### src/hdl/rgb_hsl_adjust_macros.svh
// Assertion helpers used by the RTL
`ifndef RGB_HSL_ADJUST_MACROS_SVH
`define RGB_HSL_ADJUST_MACROS_SVH

// Same-cycle implication, disabled in reset
`define RHSL_ASSERT_IMP(label, clk, rst_n, ante, cons, msg) \
    label: assert property (@(posedge clk) disable iff (!rst_n) (ante) |-> (cons)) \
        else $error(msg);

// Next-cycle implication, disabled in reset
`define RHSL_ASSERT_NEXT(label, clk, rst_n, ante, cons, msg) \
    label: assert property (@(posedge clk) disable iff (!rst_n) (ante) |=> (cons)) \
        else $error(msg);

`endif

### src/hdl/rhsl_div.sv
module rhsl_div #(
    parameter int W  = 9,
    parameter int QW = 17
) (
    input  logic          clk,
    input  logic          en,
    input  logic [W-1:0]  num,
    input  logic [W-1:0]  den,
    output logic [QW-1:0] quo
);
    // Restoring divider, one quotient bit per stage, MSB first.
    // Requires num < 2*den; remainder stays below 2*den between steps.
    logic [W-1:0]  rem_reg [QW];
    logic [W-1:0]  den_reg [QW];
    logic [QW-1:0] quo_reg [QW];

    logic [W-1:0]  rem_in  [QW];
    logic [W-1:0]  den_in  [QW];
    logic [QW-1:0] quo_in  [QW];
    logic [W-1:0]  rem_nx  [QW];
    logic [QW-1:0] ge;

    // Compare and subtract per stage
    always_comb
    begin
        for (int k = 0; k < QW; k++)
        begin
            if (k == 0)
            begin
                rem_in[k] = num;
                den_in[k] = den;
                quo_in[k] = '0;
            end
            else
            begin
                rem_in[k] = rem_reg[k-1];
                den_in[k] = den_reg[k-1];
                quo_in[k] = quo_reg[k-1];
            end
            ge[k]     = (rem_in[k] >= den_in[k]);
            rem_nx[k] = ge[k] ? (rem_in[k] - den_in[k]) : rem_in[k];
        end
    end

    // Stage registers
    always_ff @(posedge clk)
    begin
        if (en)
        begin
            for (int k = 0; k < QW; k++)
            begin
                rem_reg[k] <= {rem_nx[k][W-2:0], 1'b0};
                den_reg[k] <= den_in[k];
                quo_reg[k] <= {quo_in[k][QW-2:0], ge[k]};
            end
        end
    end

    assign quo = quo_reg[QW-1];

endmodule

### config.mk
export PLATFORM = sky130hd
export DESIGN_NAME = rhsl_div
export DESIGN_NICKNAME = d
export VERILOG_FILES = /design/src/hdl/rgb_hsl_adjust_macros.svh /design/src/hdl/rhsl_div.sv
export SDC_FILE = /design/constraint.sdc
export NUM_CORES = 1
export LEC_CHECK = 0
export BUFFER_PORTS_ARGS = -buffer_cell sky130_fd_sc_hd__buf_2
export CAP_MARGIN = 20
export CORE_MARGIN = 5
export CORE_UTILIZATION = 55
export DETAILED_ROUTE_END_ITERATION = 8
export PLACE_DENSITY = 0.71
export SLEW_MARGIN = 30
export SYNTH_ARGS = -nofsm -noshare
export SYNTH_HDL_FRONTEND = slang
export SYNTH_SLANG_ARGS = --single-unit
### constraint.sdc
create_clock -name clk -period 4.83 [get_ports clk]
set_input_delay 0.2415 -clock clk [delete_from_list [all_inputs] [get_ports clk]]
set_output_delay 0.2415 -clock clk [all_outputs]
set_load 0.01 [all_outputs]
==> flow_metrics.py <==
metrics = {
    "sta": {
        "skew_ns": 0.01155,
        "tns_ns": 0,
        "rsz0062_at_grt": "no",
        "drv_slew": 0,
        "fin_crit_sh_pct": 53.25,
        "slew-limit-headroom_pct": 39.40,
        "setup_viol": 0,
        "min_period_ns": 2.572,
        "final_hold_viol_count": 0,
        "fmax_mhz": 388.8,
        "worst_pin_slew_ns": 0.9030,
    },
    "synth": {
        "synth_nets": 1634,
        "async_reset_ff_share_pct": 0,
        "ys_seq_elements": 425,
        "yosys_warnings": 0,
        "synth_area_mm2": 0.02027,
        "synth.area.top_cells": "edfxtp_1 (63%), ha_1 (9.4%), mux2_2 (4.5%)",
        "synth_cells": 1446,
        "yosysUniqueCellTypes": 46,
        "synth_ff_type": "edfxtp_1",
        "yosysSeqAreaShare_pct": 62.95,
        "synth_top_area_share_pct": 62.95,
        "synth-edff-count": 425,
        "syn_area_per_cell_um2": 14.02,
        "yosysTopAreaCell": "edfxtp_1",
    },
    "detailed_routing": {
        "vias": 11110,
        "drt_wl_total_um": 32680,
        "dr.pass1.iters": 5,
        "wl_per_cell_um": 15.98,
        "drt_iter0_drc": 675,
        "viasPerCell": 5.431,
        "drc": 0,
        "antenna_left": 0,
    },
    "placement": {
        "post-dp-hpwl_um": 22260,
        "io_buffers": 36,
        "gp_congestion": 0.8769,
    },
    "cts": {
        "root_buffer": "clkbuf_16",
        "htree_levels": 2,
        "cts_setup_buffers": 0,
        "clkSlewWorstSetupHoldPaths_ns": 0.06,
        "clk_latency_ns": 0.54,
        "cts_made_buffers": 45,
        "cts.sinks": 425,
        "cts_buffer_depth": 3,
        "postCtsResizedCells": 0,
        "tritoncts": "yes",
    },
    "power": {
        "powerDensity_mw_per_mm2": 555.3,
        "power.share.sequential_pct": 42.3,
        "finalPower_mw": 12.62,
        "pwr-share-comb_pct": 30.0,
        "p_int_mw": 8.972,
        "switching_share_pct": 28.93,
        "clkPwrFrac_pct": 27.7,
        "power_switching_mw": 3.652,
        "p_leak_nw": 9.190,
        "irDropWorstVdd_mv": 0.2198,
    },
    "critical_path": {
        "critPathKind": "register to register",
        "startpoint_type": "register",
        "worstPathRequired_ns": 5.12,
        "crit_path_end_kind": "register",
        "cp.arrival_ns": 2.86,
        "path_buf_inv": 0,
        "crit_family": "compound AO/OA/AOI/OAI gates",
        "slowest_stage": "a41oi_2",
        "critPathMaxFanout": 8,
        "worstPathCellList": "ha_1 > a21o_1 > a21oi_1 > o21ai_0 > a41oi_2 > mux2_2",
        "cpPeakStageDelay_ns": 0.57,
    },
    "global_route": {
        "grt_pass1_wl_um": 55350,
        "globalRouteTotalUtil_pct": 16.24,
        "antenna_found_initial": 0,
        "grt_pass1_vias": 11410,
        "gr-total-overflow": 0,
        "grt_max_degree": 110,
    },
    "status": {
        "outcome": "finished, final reports clean",
    },
    "cells_and_area": {
        "n_fill_cell": 2700,
        "nNetsFinal": 1729,
        "area_delta_synth_final_pct": 12.14,
        "n_antenna_cell": 0,
        "layout_commonest_cell": "edfxtp_1",
        "final_cell_mix": "edfxtp_1 (425), inv_1 (185), ha_1 (152), a21oi_1 (92), mux2_2 (81)",
        "largest_reg_flops": 153,
        "drive_gt1_share_pct": 13.13,
    },
    "floorplanning": {
        "ios": 37,
        "dieArea_mm2": 0.04080,
        "die_height_um": 202.0,
        "start_util_pct": 55.51,
        "core_region_area_mm2": 0.03652,
        "die_w_um": 202.0,
        "rows": 70,
    },
    "worst_hold_path": {
        "holdCritPathClass": "input pin to register",
    },
    "flow_run": {
        "cap_violations": 0,
    },
}
cell usage after synthesis (6+ instances only):
master / number
mux2_2: 81
mux2i_1: 15
a21o_1: 34
o21ai_0: 66
o21a_1: 12
a21boi_0: 8
edfxtp_1: 425
inv_1: 185
nand4_1: 13
nor2_1: 76
a31oi_1: 9
nand2_1: 29
nor2b_1: 24
fa_1: 16
xnor2_1: 51
a21oi_1: 92
o21bai_1: 18
a31oi_4: 6
nand3_1: 21
ha_1: 152
nor3_1: 29
xor2_1: 16
nand2b_1: 11
cell type report:
cell class	instances	area [um^2]	share of cell area, %
multi-input cells	834	6807	29.94
repair buffers	50	362.8	1.596
flip-flops and latches	425	12760	56.14
well taps	468	585.6	2.576
inverters	185	694.4	3.054
clock inverters	31	327.8	1.442
clock buffers	52	1195	5.256
kinds of logic (layout without fill, tap and decap cells):
logic type	after synthesis	count (layout)	share of synthesized area [%]
DFF	425	425	62.95
adders and majority gates	168	168	10.96
AOI/OAI and AO/OA	286	286	9.319
xor gates and xnor gates	67	67	2.895
muxes	96	96	5.240
buffers and inverters	187	318	3.475
and+or+nand+nor	217	217	5.159
power by group through the flow:
| stage | clock network, mW | registers, mW | logic, mW |
|---|---|---|---|
| CTS | 3.60 | 5.35 | 3.78 |
| floorplan | 0 | 5.27 | 3.02 |
| global route | 3.76 | 5.41 | 4.24 |
| detailed placement | 0 | 5.41 | 3.72 |
| finish | 3.49 | 5.34 | 3.79 |
| global placement | 0 | 5.40 | 3.60 |
metrics by stage:
step	setup slack, ns	utilization (%)	std cells	hold slack (ns)	instance area (um^2)
after floorplan	2.518	-	1446	0.3404	20270
after global placement	2.324	57.76	1952	0.4004	21090
after detailed placement	2.297	57.83	1953	0.4045	21120
after CTS	2.263	62.25	2045	0.01608	22730
after global routing	2.098	62.25	2045	0.03481	22730
final	2.258	62.25	2045	0.04221	22730
worst reg2reg max path: stages, from the launching register on:
cell and delay [ns]:
edfxtp_1 0.39, ha_1 0.37, a21o_1 0.20, a21oi_1 0.17, o21ai_0 0.22, a41oi_2 0.57
mux2_2 0.41
worst paths after layout:
path,start,end,slack (ns),cells past startpoint
max,rem_reg[0][98],rem_reg[0][109],2.26,6
min reg2reg,quo_reg[0][71],quo_reg[0][89],0.41,0
min,num[5],rem_reg[0][5],0.04,2
max reg2reg,rem_reg[0][98],rem_reg[0][109],2.26,6
routing by layer:
layer	vias to the layer above	GRT usage [%]	share of wire, %
met5	-	0	0
met4	0	5.396	2.8
met3	77	2.599	3.9
met2	196	27.16	47
met1	5317	21.92	46
li1	5517	-	-
timing repair:
item / in CTS / in global routing
hold endpoints to repair: 9 / 0
hold buffers: 9 / 0
setup endpoints to repair: 0 / 0
(Power assumes the default switching activity.)
